### src/hw/rtl/ntpcal_pkg.sv
// Shared widths, constants and helper functions for the NTP seconds to calendar core.
// Depends on nothing; every other file of the block imports it.

package ntpcal_pkg;

  localparam int unsigned NTP_SECONDS_W = 32;
  localparam int unsigned ZONE_OFFSET_W = 17;
  localparam int unsigned HOUR_W        = 5;
  localparam int unsigned MINUTE_W      = 6;
  localparam int unsigned SECOND_W      = 6;
  localparam int unsigned DAY_W         = 5;
  localparam int unsigned MONTH_W       = 4;
  localparam int unsigned YEAR_W        = 7;

  localparam int unsigned APB_ADDR_W = 3;
  localparam int unsigned APB_DATA_W = 32;
  localparam logic [APB_ADDR_W-1:0] ZONE_OFFSET_ADDR = 3'd0;

  localparam logic [32:0] SECS_PER_DAY = 33'd86400;
  localparam logic [17:0] DAYS_400Y    = 18'd146097;
  localparam logic [17:0] DAY_BIAS_ERA = 18'd109512;

  // Reciprocals m = ceil(2^sh / d), exact for every operand of the stated width.
  localparam int unsigned D675_SH = 36;
  localparam logic [26:0] D675_M  = 27'(((64'd1 << D675_SH) + 64'd674) / 64'd675);
  localparam int unsigned D60S_SH = 23;
  localparam logic [17:0] D60S_M  = 18'(((64'd1 << D60S_SH) + 64'd59) / 64'd60);
  localparam int unsigned D60M_SH = 17;
  localparam logic [11:0] D60M_M  = 12'(((64'd1 << D60M_SH) + 64'd59) / 64'd60);
  localparam int unsigned D1460_SH = 29;
  localparam logic [18:0] D1460_M  = 19'(((64'd1 << D1460_SH) + 64'd1459) / 64'd1460);
  localparam int unsigned D36524_SH = 34;
  localparam logic [18:0] D36524_M  = 19'(((64'd1 << D36524_SH) + 64'd36523) / 64'd36524);
  localparam int unsigned D365_SH = 27;
  localparam logic [18:0] D365_M  = 19'(((64'd1 << D365_SH) + 64'd364) / 64'd365);
  localparam int unsigned D100_SH = 16;
  localparam logic [9:0]  D100_M  = 10'(((64'd1 << D100_SH) + 64'd99) / 64'd100);
  localparam int unsigned D153_SH = 19;
  localparam logic [11:0] D153_M  = 12'(((64'd1 << D153_SH) + 64'd152) / 64'd153);

  typedef struct packed {
    logic [HOUR_W-1:0]   hour;
    logic [MINUTE_W-1:0] minute;
    logic [SECOND_W-1:0] second;
  } hms_t;

  // Day of the March-based year on which each month starts, March first.
  function automatic logic [8:0] month_start(input logic [3:0] mp);
    logic [8:0] r;
    case (mp)
      4'd0:    r = 9'd0;
      4'd1:    r = 9'd31;
      4'd2:    r = 9'd61;
      4'd3:    r = 9'd92;
      4'd4:    r = 9'd122;
      4'd5:    r = 9'd153;
      4'd6:    r = 9'd184;
      4'd7:    r = 9'd214;
      4'd8:    r = 9'd245;
      4'd9:    r = 9'd275;
      4'd10:   r = 9'd306;
      4'd11:   r = 9'd337;
      default: r = 9'd0;
    endcase
    return r;
  endfunction

endpackage

### src/hw/rtl/ntpcal_sec_if.sv
// Input channel of the calendar core: valid/ready handshake carrying NTP whole seconds.
// Depends on ntpcal_pkg for the field width.

interface ntpcal_sec_if import ntpcal_pkg::*; ();
  logic                     valid;
  logic                     ready;
  logic [NTP_SECONDS_W-1:0] ntp_seconds;

  modport source (output valid, output ntp_seconds, input ready);
  modport sink (input valid, input ntp_seconds, output ready);
endinterface

### src/hw/rtl/ntpcal_cal_if.sv
// Output channel of the calendar core: valid/ready handshake carrying the calendar fields.
// Depends on ntpcal_pkg for the field widths.

interface ntpcal_cal_if import ntpcal_pkg::*; ();
  logic                valid;
  logic                ready;
  logic [HOUR_W-1:0]   hour_of_day;
  logic [MINUTE_W-1:0] minute_of_hour;
  logic [SECOND_W-1:0] second_of_minute;
  logic [DAY_W-1:0]    day_of_month;
  logic [MONTH_W-1:0]  month_number;
  logic [YEAR_W-1:0]   year_of_century;

  modport source (output valid, output hour_of_day, output minute_of_hour,
                  output second_of_minute, output day_of_month, output month_number,
                  output year_of_century, input ready);
  modport sink (input valid, input hour_of_day, input minute_of_hour,
                input second_of_minute, input day_of_month, input month_number,
                input year_of_century, output ready);
endinterface

### src/hw/rtl/ntp_seconds_to_calendar_core.sv
// Top level: converts NTP whole seconds plus a zone offset into calendar fields.
// Depends on ntpcal_pkg, ntpcal_sec_if and ntpcal_cal_if.
//
//   Channel   Kind         Transaction
//   sec_i     valid/ready  one NTP seconds value in
//   cal_o     valid/ready  hour, minute, second, day, month, year of century out
//   APB       psel/penable write or read of the zone offset register
//
// Eleven register stages; a new transaction can enter every cycle unless a stall at the output
// has filled the pipeline. The longest stage holds one constant-reciprocal multiply.
// Each stage advances when it is empty or the stage after it advances, so a stall at
// the output fills the bubbles behind it before the input is held. Reset clears the
// valid bits and sets the offset to zero.

module ntp_seconds_to_calendar_core import ntpcal_pkg::*; (
  input  logic                  clk_i,
  input  logic                  rst_ni,
  ntpcal_sec_if.sink            sec_i,
  ntpcal_cal_if.source          cal_o,
  input  logic                  psel_i,
  input  logic                  penable_i,
  input  logic                  pwrite_i,
  input  logic [APB_ADDR_W-1:0] paddr_i,
  input  logic [APB_DATA_W-1:0] pwdata_i,
  output logic [APB_DATA_W-1:0] prdata_o,
  output logic                  pready_o
);

  localparam int unsigned NS = 11;

  logic [ZONE_OFFSET_W-1:0] zone_q;
  logic [NS:1]              v_q;
  logic [NS:1]              en;

  // Configuration port.
  assign pready_o = 1'b1;

  always_ff @(posedge clk_i or negedge rst_ni) begin
    if (!rst_ni) begin
      zone_q <= '0;
    end else if (psel_i && penable_i && pwrite_i && paddr_i == ZONE_OFFSET_ADDR) begin
      zone_q <= pwdata_i[ZONE_OFFSET_W-1:0];
    end
  end

  always_comb begin
    if (paddr_i == ZONE_OFFSET_ADDR) begin
      prdata_o = {{(APB_DATA_W-ZONE_OFFSET_W){zone_q[ZONE_OFFSET_W-1]}}, zone_q};
    end else begin
      prdata_o = '0;
    end
  end

  // Stage flow control.
  always_comb begin
    en[NS] = !v_q[NS] || cal_o.ready;
    for (int k = NS - 1; k >= 1; k--) begin
      en[k] = !v_q[k] || en[k+1];
    end
  end

  assign sec_i.ready = en[1];
  assign cal_o.valid = v_q[NS];

  always_ff @(posedge clk_i or negedge rst_ni) begin
    if (!rst_ni) begin
      v_q <= '0;
    end else begin
      if (en[1]) begin
        v_q[1] <= sec_i.valid;
      end
      for (int k = 2; k <= NS; k++) begin
        if (en[k]) begin
          v_q[k] <= v_q[k-1];
        end
      end
    end
  end

  // Stage 1: add the offset and one day, split off the factor of 128 in 86400.
  logic [32:0] shifted;
  logic [25:0] s1_x_q;
  logic [6:0]  s1_lo_q;

  assign shifted = {1'b0, sec_i.ntp_seconds}
                 + {{(33-ZONE_OFFSET_W){zone_q[ZONE_OFFSET_W-1]}}, zone_q}
                 + SECS_PER_DAY;

  always_ff @(posedge clk_i) begin
    if (en[1]) begin
      s1_x_q  <= shifted[32:7];
      s1_lo_q <= shifted[6:0];
    end
  end

  // Stage 2: day number by reciprocal of 675.
  logic [52:0] q_prod;
  logic [16:0] s2_q_q;
  logic [25:0] s2_x_q;
  logic [6:0]  s2_lo_q;

  assign q_prod = s1_x_q * D675_M;

  always_ff @(posedge clk_i) begin
    if (en[2]) begin
      s2_q_q  <= q_prod[52:36];
      s2_x_q  <= s1_x_q;
      s2_lo_q <= s1_lo_q;
    end
  end

  // Stage 3: second of day, and day count rebased to the start of a 400-year era.
  logic [26:0] q675;
  logic [25:0] rem_full;
  logic [16:0] s3_sod_q;
  logic [17:0] s3_d0_q;

  assign q675     = s2_q_q * 10'd675;
  assign rem_full = s2_x_q - q675[25:0];

  always_ff @(posedge clk_i) begin
    if (en[3]) begin
      s3_sod_q <= {rem_full[9:0], s2_lo_q};
      s3_d0_q  <= {1'b0, s2_q_q} + DAY_BIAS_ERA;
    end
  end

  // Stage 4: day of era, minutes of day.
  logic [34:0] mins_prod;
  logic [17:0] s4_doe_q;
  logic [16:0] s4_sod_q;
  logic [10:0] s4_mins_q;

  assign mins_prod = s3_sod_q * D60S_M;

  always_ff @(posedge clk_i) begin
    if (en[4]) begin
      s4_doe_q  <= (s3_d0_q >= DAYS_400Y) ? s3_d0_q - DAYS_400Y : s3_d0_q;
      s4_sod_q  <= s3_sod_q;
      s4_mins_q <= mins_prod[33:23];
    end
  end

  // Stage 5: leap corrections of the era, second and hour.
  logic [16:0] m60;
  logic [16:0] sec_full;
  logic [22:0] hour_prod;
  logic [36:0] a_prod;
  logic [36:0] b_prod;
  logic [17:0] s5_doe_q;
  logic [6:0]  s5_a_q;
  logic [2:0]  s5_b_q;
  logic        s5_c_q;
  logic [5:0]  s5_sec_q;
  logic [10:0] s5_mins_q;
  logic [4:0]  s5_hour_q;

  assign m60       = s4_mins_q * 6'd60;
  assign sec_full  = s4_sod_q - m60;
  assign hour_prod = s4_mins_q * D60M_M;
  assign a_prod    = s4_doe_q * D1460_M;
  assign b_prod    = s4_doe_q * D36524_M;

  always_ff @(posedge clk_i) begin
    if (en[5]) begin
      s5_doe_q  <= s4_doe_q;
      s5_a_q    <= a_prod[35:29];
      s5_b_q    <= b_prod[36:34];
      s5_c_q    <= (s4_doe_q == DAYS_400Y - 18'd1);
      s5_sec_q  <= sec_full[5:0];
      s5_mins_q <= s4_mins_q;
      s5_hour_q <= hour_prod[21:17];
    end
  end

  // Stage 6: leap-adjusted day count and minute.
  logic [10:0] h60;
  logic [10:0] min_full;
  logic [17:0] s6_doe_q;
  logic [17:0] s6_t_q;
  hms_t        s6_tm_q;

  assign h60      = s5_hour_q * 6'd60;
  assign min_full = s5_mins_q - h60;

  always_ff @(posedge clk_i) begin
    if (en[6]) begin
      s6_doe_q       <= s5_doe_q;
      s6_t_q         <= s5_doe_q - {11'd0, s5_a_q} + {15'd0, s5_b_q} - {17'd0, s5_c_q};
      s6_tm_q.hour   <= s5_hour_q;
      s6_tm_q.minute <= min_full[5:0];
      s6_tm_q.second <= s5_sec_q;
    end
  end

  // Stage 7: year of era.
  logic [36:0] yoe_prod;
  logic [17:0] s7_doe_q;
  logic [8:0]  s7_yoe_q;
  hms_t        s7_tm_q;

  assign yoe_prod = s6_t_q * D365_M;

  always_ff @(posedge clk_i) begin
    if (en[7]) begin
      s7_doe_q <= s6_doe_q;
      s7_yoe_q <= yoe_prod[35:27];
      s7_tm_q  <= s6_tm_q;
    end
  end

  // Stage 8: day on which the year of era starts, without the century term.
  logic [17:0] yoe365;
  logic [18:0] y100_prod;
  logic [17:0] s8_doe_q;
  logic [8:0]  s8_yoe_q;
  logic [17:0] s8_base_q;
  logic [2:0]  s8_y100_q;
  hms_t        s8_tm_q;

  assign yoe365    = s7_yoe_q * 9'd365;
  assign y100_prod = s7_yoe_q * D100_M;

  always_ff @(posedge clk_i) begin
    if (en[8]) begin
      s8_doe_q  <= s7_doe_q;
      s8_yoe_q  <= s7_yoe_q;
      s8_base_q <= yoe365 + {11'd0, s7_yoe_q[8:2]};
      s8_y100_q <= y100_prod[18:16];
      s8_tm_q   <= s7_tm_q;
    end
  end

  // Stage 9: day of the March-based year.
  logic [17:0] doy_full;
  logic [8:0]  s9_doy_q;
  logic [8:0]  s9_yoe_q;
  hms_t        s9_tm_q;

  assign doy_full = s8_doe_q - s8_base_q + {15'd0, s8_y100_q};

  always_ff @(posedge clk_i) begin
    if (en[9]) begin
      s9_doy_q <= doy_full[8:0];
      s9_yoe_q <= s8_yoe_q;
      s9_tm_q  <= s8_tm_q;
    end
  end

  // Stage 10: month of the March-based year.
  logic [10:0] mp_num;
  logic [22:0] mp_prod;
  logic [8:0]  s10_doy_q;
  logic [3:0]  s10_mp_q;
  logic [8:0]  s10_yoe_q;
  hms_t        s10_tm_q;

  assign mp_num  = {2'b00, s9_doy_q} * 11'd5 + 11'd2;
  assign mp_prod = mp_num * D153_M;

  always_ff @(posedge clk_i) begin
    if (en[10]) begin
      s10_doy_q <= s9_doy_q;
      s10_mp_q  <= mp_prod[22:19];
      s10_yoe_q <= s9_yoe_q;
      s10_tm_q  <= s9_tm_q;
    end
  end

  // Stage 11: output register with day, month and year of century.
  logic [8:0] day_full;
  logic [3:0] month_w;
  logic       jan_feb;
  logic [8:0] year_w;
  logic [8:0] year_mod;
  hms_t       s11_tm_q;
  logic [4:0] s11_day_q;
  logic [3:0] s11_month_q;
  logic [6:0] s11_year_q;

  assign day_full = s10_doy_q - month_start(s10_mp_q) + 9'd1;
  assign jan_feb  = (s10_mp_q >= 4'd10);
  assign month_w  = jan_feb ? s10_mp_q - 4'd9 : s10_mp_q + 4'd3;
  assign year_w   = s10_yoe_q + {8'd0, jan_feb};

  always_comb begin
    if (year_w >= 9'd400) begin
      year_mod = year_w - 9'd400;
    end else if (year_w >= 9'd300) begin
      year_mod = year_w - 9'd300;
    end else if (year_w >= 9'd200) begin
      year_mod = year_w - 9'd200;
    end else if (year_w >= 9'd100) begin
      year_mod = year_w - 9'd100;
    end else begin
      year_mod = year_w;
    end
  end

  always_ff @(posedge clk_i) begin
    if (en[11]) begin
      s11_tm_q    <= s10_tm_q;
      s11_day_q   <= day_full[4:0];
      s11_month_q <= month_w;
      s11_year_q  <= year_mod[6:0];
    end
  end

  assign cal_o.hour_of_day      = s11_tm_q.hour;
  assign cal_o.minute_of_hour   = s11_tm_q.minute;
  assign cal_o.second_of_minute = s11_tm_q.second;
  assign cal_o.day_of_month     = s11_day_q;
  assign cal_o.month_number     = s11_month_q;
  assign cal_o.year_of_century  = s11_year_q;

  // Checks.
  logic in_fire;
  logic out_fire;

  assign in_fire  = sec_i.valid && sec_i.ready;
  assign out_fire = cal_o.valid && cal_o.ready;

  a_time_range: assert property (@(posedge clk_i) disable iff (!rst_ni)
    cal_o.valid |-> (cal_o.hour_of_day < 5'd24) && (cal_o.minute_of_hour < 6'd60)
                 && (cal_o.second_of_minute < 6'd60))
    else $error("time of day out of range");

  a_date_range: assert property (@(posedge clk_i) disable iff (!rst_ni)
    cal_o.valid |-> (cal_o.day_of_month != 5'd0) && (cal_o.month_number != 4'd0)
                 && (cal_o.month_number <= 4'd12) && (cal_o.year_of_century < 7'd100))
    else $error("date out of range");

  a_february: assert property (@(posedge clk_i) disable iff (!rst_ni)
    (cal_o.valid && cal_o.month_number == 4'd2) |-> (cal_o.day_of_month <= 5'd29))
    else $error("day beyond the end of February");

  a_count_up: assert property (@(posedge clk_i) disable iff (!rst_ni)
    (in_fire && !out_fire) |=> ($countones(v_q) == $past($countones(v_q)) + 1))
    else $error("transaction lost or duplicated in the pipeline");

  a_count_down: assert property (@(posedge clk_i) disable iff (!rst_ni)
    (!in_fire && out_fire) |=> ($countones(v_q) + 1 == $past($countones(v_q))))
    else $error("transaction lost or duplicated in the pipeline");

endmodule
### src/flat_wrapper.sv
// flat-port wrapper written by rule: the top's interface ports become plain ports
module ntp_seconds_to_calendar_core_flat import ntpcal_pkg::*;
  (clk_i, rst_ni, psel_i, penable_i, pwrite_i, paddr_i, pwdata_i, prdata_o, pready_o, sec_i_valid, sec_i_ntp_seconds, sec_i_ready, cal_o_valid, cal_o_hour_of_day, cal_o_minute_of_hour, cal_o_second_of_minute, cal_o_day_of_month, cal_o_month_number, cal_o_year_of_century, cal_o_ready);
  ntpcal_sec_if sec_i_i ();
  ntpcal_cal_if cal_o_i ();
  input  logic clk_i;
  input  logic rst_ni;
  input  logic psel_i;
  input  logic penable_i;
  input  logic pwrite_i;
  input  logic [APB_ADDR_W-1:0] paddr_i;
  input  logic [APB_DATA_W-1:0] pwdata_i;
  output logic [APB_DATA_W-1:0] prdata_o;
  output logic pready_o;
  input wire logic [$bits(sec_i_i.valid)-1:0] sec_i_valid;
  input wire logic [$bits(sec_i_i.ntp_seconds)-1:0] sec_i_ntp_seconds;
  output wire logic [$bits(sec_i_i.ready)-1:0] sec_i_ready;
  output wire logic [$bits(cal_o_i.valid)-1:0] cal_o_valid;
  output wire logic [$bits(cal_o_i.hour_of_day)-1:0] cal_o_hour_of_day;
  output wire logic [$bits(cal_o_i.minute_of_hour)-1:0] cal_o_minute_of_hour;
  output wire logic [$bits(cal_o_i.second_of_minute)-1:0] cal_o_second_of_minute;
  output wire logic [$bits(cal_o_i.day_of_month)-1:0] cal_o_day_of_month;
  output wire logic [$bits(cal_o_i.month_number)-1:0] cal_o_month_number;
  output wire logic [$bits(cal_o_i.year_of_century)-1:0] cal_o_year_of_century;
  input wire logic [$bits(cal_o_i.ready)-1:0] cal_o_ready;
  assign sec_i_i.valid = sec_i_valid;
  assign sec_i_i.ntp_seconds = sec_i_ntp_seconds;
  assign sec_i_ready = sec_i_i.ready;
  assign cal_o_valid = cal_o_i.valid;
  assign cal_o_hour_of_day = cal_o_i.hour_of_day;
  assign cal_o_minute_of_hour = cal_o_i.minute_of_hour;
  assign cal_o_second_of_minute = cal_o_i.second_of_minute;
  assign cal_o_day_of_month = cal_o_i.day_of_month;
  assign cal_o_month_number = cal_o_i.month_number;
  assign cal_o_year_of_century = cal_o_i.year_of_century;
  assign cal_o_i.ready = cal_o_ready;
  ntp_seconds_to_calendar_core u_core (.clk_i(clk_i), .rst_ni(rst_ni), .sec_i(sec_i_i), .cal_o(cal_o_i), .psel_i(psel_i), .penable_i(penable_i), .pwrite_i(pwrite_i), .paddr_i(paddr_i), .pwdata_i(pwdata_i), .prdata_o(prdata_o), .pready_o(pready_o));
endmodule
### config.mk
export PLATFORM = sky130hd
export DESIGN_NAME = ntp_seconds_to_calendar_core_flat
export DESIGN_NICKNAME = d
export VERILOG_FILES = /design/src/hw/rtl/ntpcal_pkg.sv /design/src/hw/rtl/ntpcal_sec_if.sv /design/src/hw/rtl/ntpcal_cal_if.sv /design/src/hw/rtl/ntp_seconds_to_calendar_core.sv /design/src/flat_wrapper.sv
export SDC_FILE = /design/constraint.sdc
export NUM_CORES = 2
export LEC_CHECK = 0
export ABC_AREA = 1
export BUFFER_PORTS_ARGS = -buffer_cell sky130_fd_sc_hd__buf_2
export CORE_UTILIZATION = 50
export CTS_CLUSTER_DIAMETER = 100
export CTS_CLUSTER_SIZE = 28
export DETAILED_ROUTE_END_ITERATION = 7
export PLACE_DENSITY = 0.66
export SLEW_MARGIN = 10
export SYNTH_ARGS = -nofsm -noshare
export SYNTH_HDL_FRONTEND = slang
export SYNTH_SLANG_ARGS = --single-unit
### constraint.sdc
create_clock -name clk_i -period 15.8 [get_ports clk_i]
set_clock_uncertainty 0.05 [all_clocks]
set_input_delay 0 -clock clk_i [delete_from_list [all_inputs] [get_ports clk_i]]
set_output_delay 0 -clock clk_i [all_outputs]
set_load 0.02 [all_outputs]
==> flow_metrics.tcl <==
set metrics [dict create \
    die_h_um 340 \
    drive_gt1_share_pct 4.06 \
    syn-num-nets 7719 \
    portBuffers 125 \
    min_period_ns 7.13 \
    gr-usage-all-layers_pct 22.4 \
    maxSlewHeadroom_pct 22.7 \
    post-dp-hpwl_mm 108 \
    drt-total-wl_mm 126 \
    wl_per_cell_um 16.7 \
    grt-ovfl-total 0 \
    start_util_pct 50.5 \
    numCtsBuffers 25 \
    rsz0062_at_grt "no" \
    worstSetupPathType "reg -> reg" \
    rows 123 \
    maxCapViolations 0 \
    worstPathArrival_ns 7.61 \
    final_nets 7949 \
    outcome "finished with violations" \
    drcViolationCount 0 \
    finalSetupTns_ns 0 \
    worstPathMaxFanout 8 \
    drt_iter0_markers 1747 \
    slowest_stage "nor2_1" \
    synth_top_cell_by_area "ha_1" \
    pin_count 142 \
    worst_pin_slew_ns 1.16 \
    gp_congestion 0.934 \
    antenna_found_initial 0 \
    syn-cell-area_um2 57000 \
    period_share_pct 45.1 \
    synth-edff-count 412 \
    cts_root_buffer "clkbuf_16" \
    avgSynthCellArea_um2 9.79 \
    avgViaCountPerCell 5.10 \
    violations "negative hold slack" \
    drtPass1Iterations 5 \
    clock_sinks 445 \
    cpMostUsedCell "nand2_1" \
    async_flop_share_pct 6.29 \
    final_max_slew_viol_count 0 \
    grt_max_degree 48 \
    final-setup-viol-count 0 \
    hold_class "in -> async" \
    yosysWarnings 0 \
    synth_ff_type "edfxtp_1" \
    diodes 0 \
    cts.clk_slew.worst_paths_ns 0.10 \
    clk-insertion-delay-late_ns 0.63 \
    holdWs_ns -0.00809 \
    grt_pass1_wl_mm 208 \
    fmax_mhz 140 \
    postRouteAntennaNets 0 \
    postSynthCellCount 5819 \
    grt_pass1_vias 40400 \
    area_growth_pct 7.30 \
    fp.dieArea_um2 115000 \
    cts_resized 0 \
    cts_tree "built" \
    via_count 38600 \
    core-area_um2 113000 \
    synth_top_area_share_pct 26.1 \
    yosysSeqAreaShare_pct 23.1 \
    synthDistinctLibCells 52 \
    ys_seq_elements 445 \
    cts_max_level 1 \
    worst_ep_required_time_ns 16.28 \
    clock_path_buffers 3 \
    hold_viol_final 4 \
    yosys-top-cells-area "ha_1, fa_1, edfxtp_1, inv_1, nand2_1" \
    cpPeakStageDelay_ns 0.72 \
    die_w_um 340 \
    start_kind "flip-flop" \
    post_cts_buffers 0 \
    end_kind "flip-flop" \
    hold_buffers 77 \
]
## state kept, by name, indices dropped and copies added (netlist names), 18 cells and up, named ones only
signal           cells
u_core.s6_t_q       18
u_core.s1_x_q       26
u_core.s4_doe_q     18
u_core.s3_d0_q      18
u_core.s5_doe_q     18
## critical path: cells and delay by family, from the launching register on
kind / cells / cell delay, ns
xor gates and xnor gates: 2 / 0.25
buffers and inverters: 4 / 0.45
and+or+nand+nor: 12 / 1.64
AOI/OAI and AO/OA: 6 / 1.15
adders and majority gates: 8 / 3.00
DFF: 1 / 0.51
## logic make-up after synthesis
logic type / after synthesis / synth area share [%]
compound gates: 620 / 6.05
xor+xnor: 211 / 3.24
fa+ha+maj: 1826 / 48.5
buf+inv: 1439 / 9.60
flops: 445 / 23.1
other cells: 1 / 0.00658
simple gates: 1277 / 9.51
## cells in the final DEF, fill, tap and decap left out, drive strengths merged, types with 2 or more instances in the layout
cell / n
dfrtp: 28
o21a: 16
nor4: 14
clkbuf: 26
fa: 637
and3: 2
o21bai: 20
edfxtp: 412
o21ai: 185
a31oi: 20
ha: 1189
o31ai: 7
nand4: 42
nand3b: 8
nand2: 675
buf: 148
dlygate4sd3: 77
nor3: 52
o2111ai: 4
clkinv: 11
o211ai: 8
nand3: 162
a211oi: 12
dfxtp: 5
xnor2: 75
a21oi: 300
xor2: 136
nor2: 306
a21boi: 14
a21o: 31
or2: 13
inv: 1422
## through the flow
stage               setup slack [ns]  util [%]  std cells  cell area (um^2)
floorplan                       9.58         -       5819             57000
global placement                8.64      52.8       7445             59500
detailed placement              8.64      52.8       7445             59500
CTS                             8.61      54.2       7565             61100
global route                    7.93      54.2       7565             61100
finish                          8.67      54.2       7565             61100
## synth_stat cells, types with 28 or more instances
library cell  number
dfrtp_1           28
nor2_1           293
a21oi_1          298
xnor2_1           75
fa_1             637
ha_1            1189
nand2_1          659
o21ai_0          175
nand3_1          161
nand4_1           42
nor3_1            52
edfxtp_1         412
inv_1           1413
a21o_1            31
xor2_1           136
## cell type report
cell class | instances | area, um^2
clock buffers | 26 | 629
multi-input cells | 3935 | 38300
clock inverters | 17 | 233
well taps | 1500 | 1880
fillers | 10000 | 51700
flip-flops and latches | 445 | 13200
repair buffers | 225 | 1570
inverters | 1417 | 5320
## final timing paths
| kind | from | endpoint | slack, ns | cells after the start |
|---|---|---|---|---|
| max in group asynchronous | rst_ni | u_core.v_q[5] | 15.07 | 2 |
| hold / removal | rst_ni | u_core.zone_q[16] | -0.008 | 2 |
| setup reg to reg | u_core.s9_doy_q[1] | flip-flop | 8.67 | 32 |
| min in group clk_i | sec_i_ntp_seconds[27] | u_core.s1_x_q[21] | 0.05 | 5 |
| hold reg to reg | u_core.s6_doe_q[7] | u_core.s7_doe_q[7] | 0.36 | 0 |
| setup / recovery | u_core.s9_doy_q[1] | flip-flop | 8.67 | 32 |
## metal layers
metal | track usage (%) | wire length (um) | vias to the layer above
met5 | 0 | 0 | -
met4 | 7.24 | 4440 | 0
met3 | 1.69 | 3710 | 175
met2 | 40.5 | 63400 | 605
met1 | 28.4 | 54800 | 18600
li1 | - | - | 19100
Power is not shown: default switching activity piles up to over one toggle a cycle in this logic, so the estimate is an artifact.
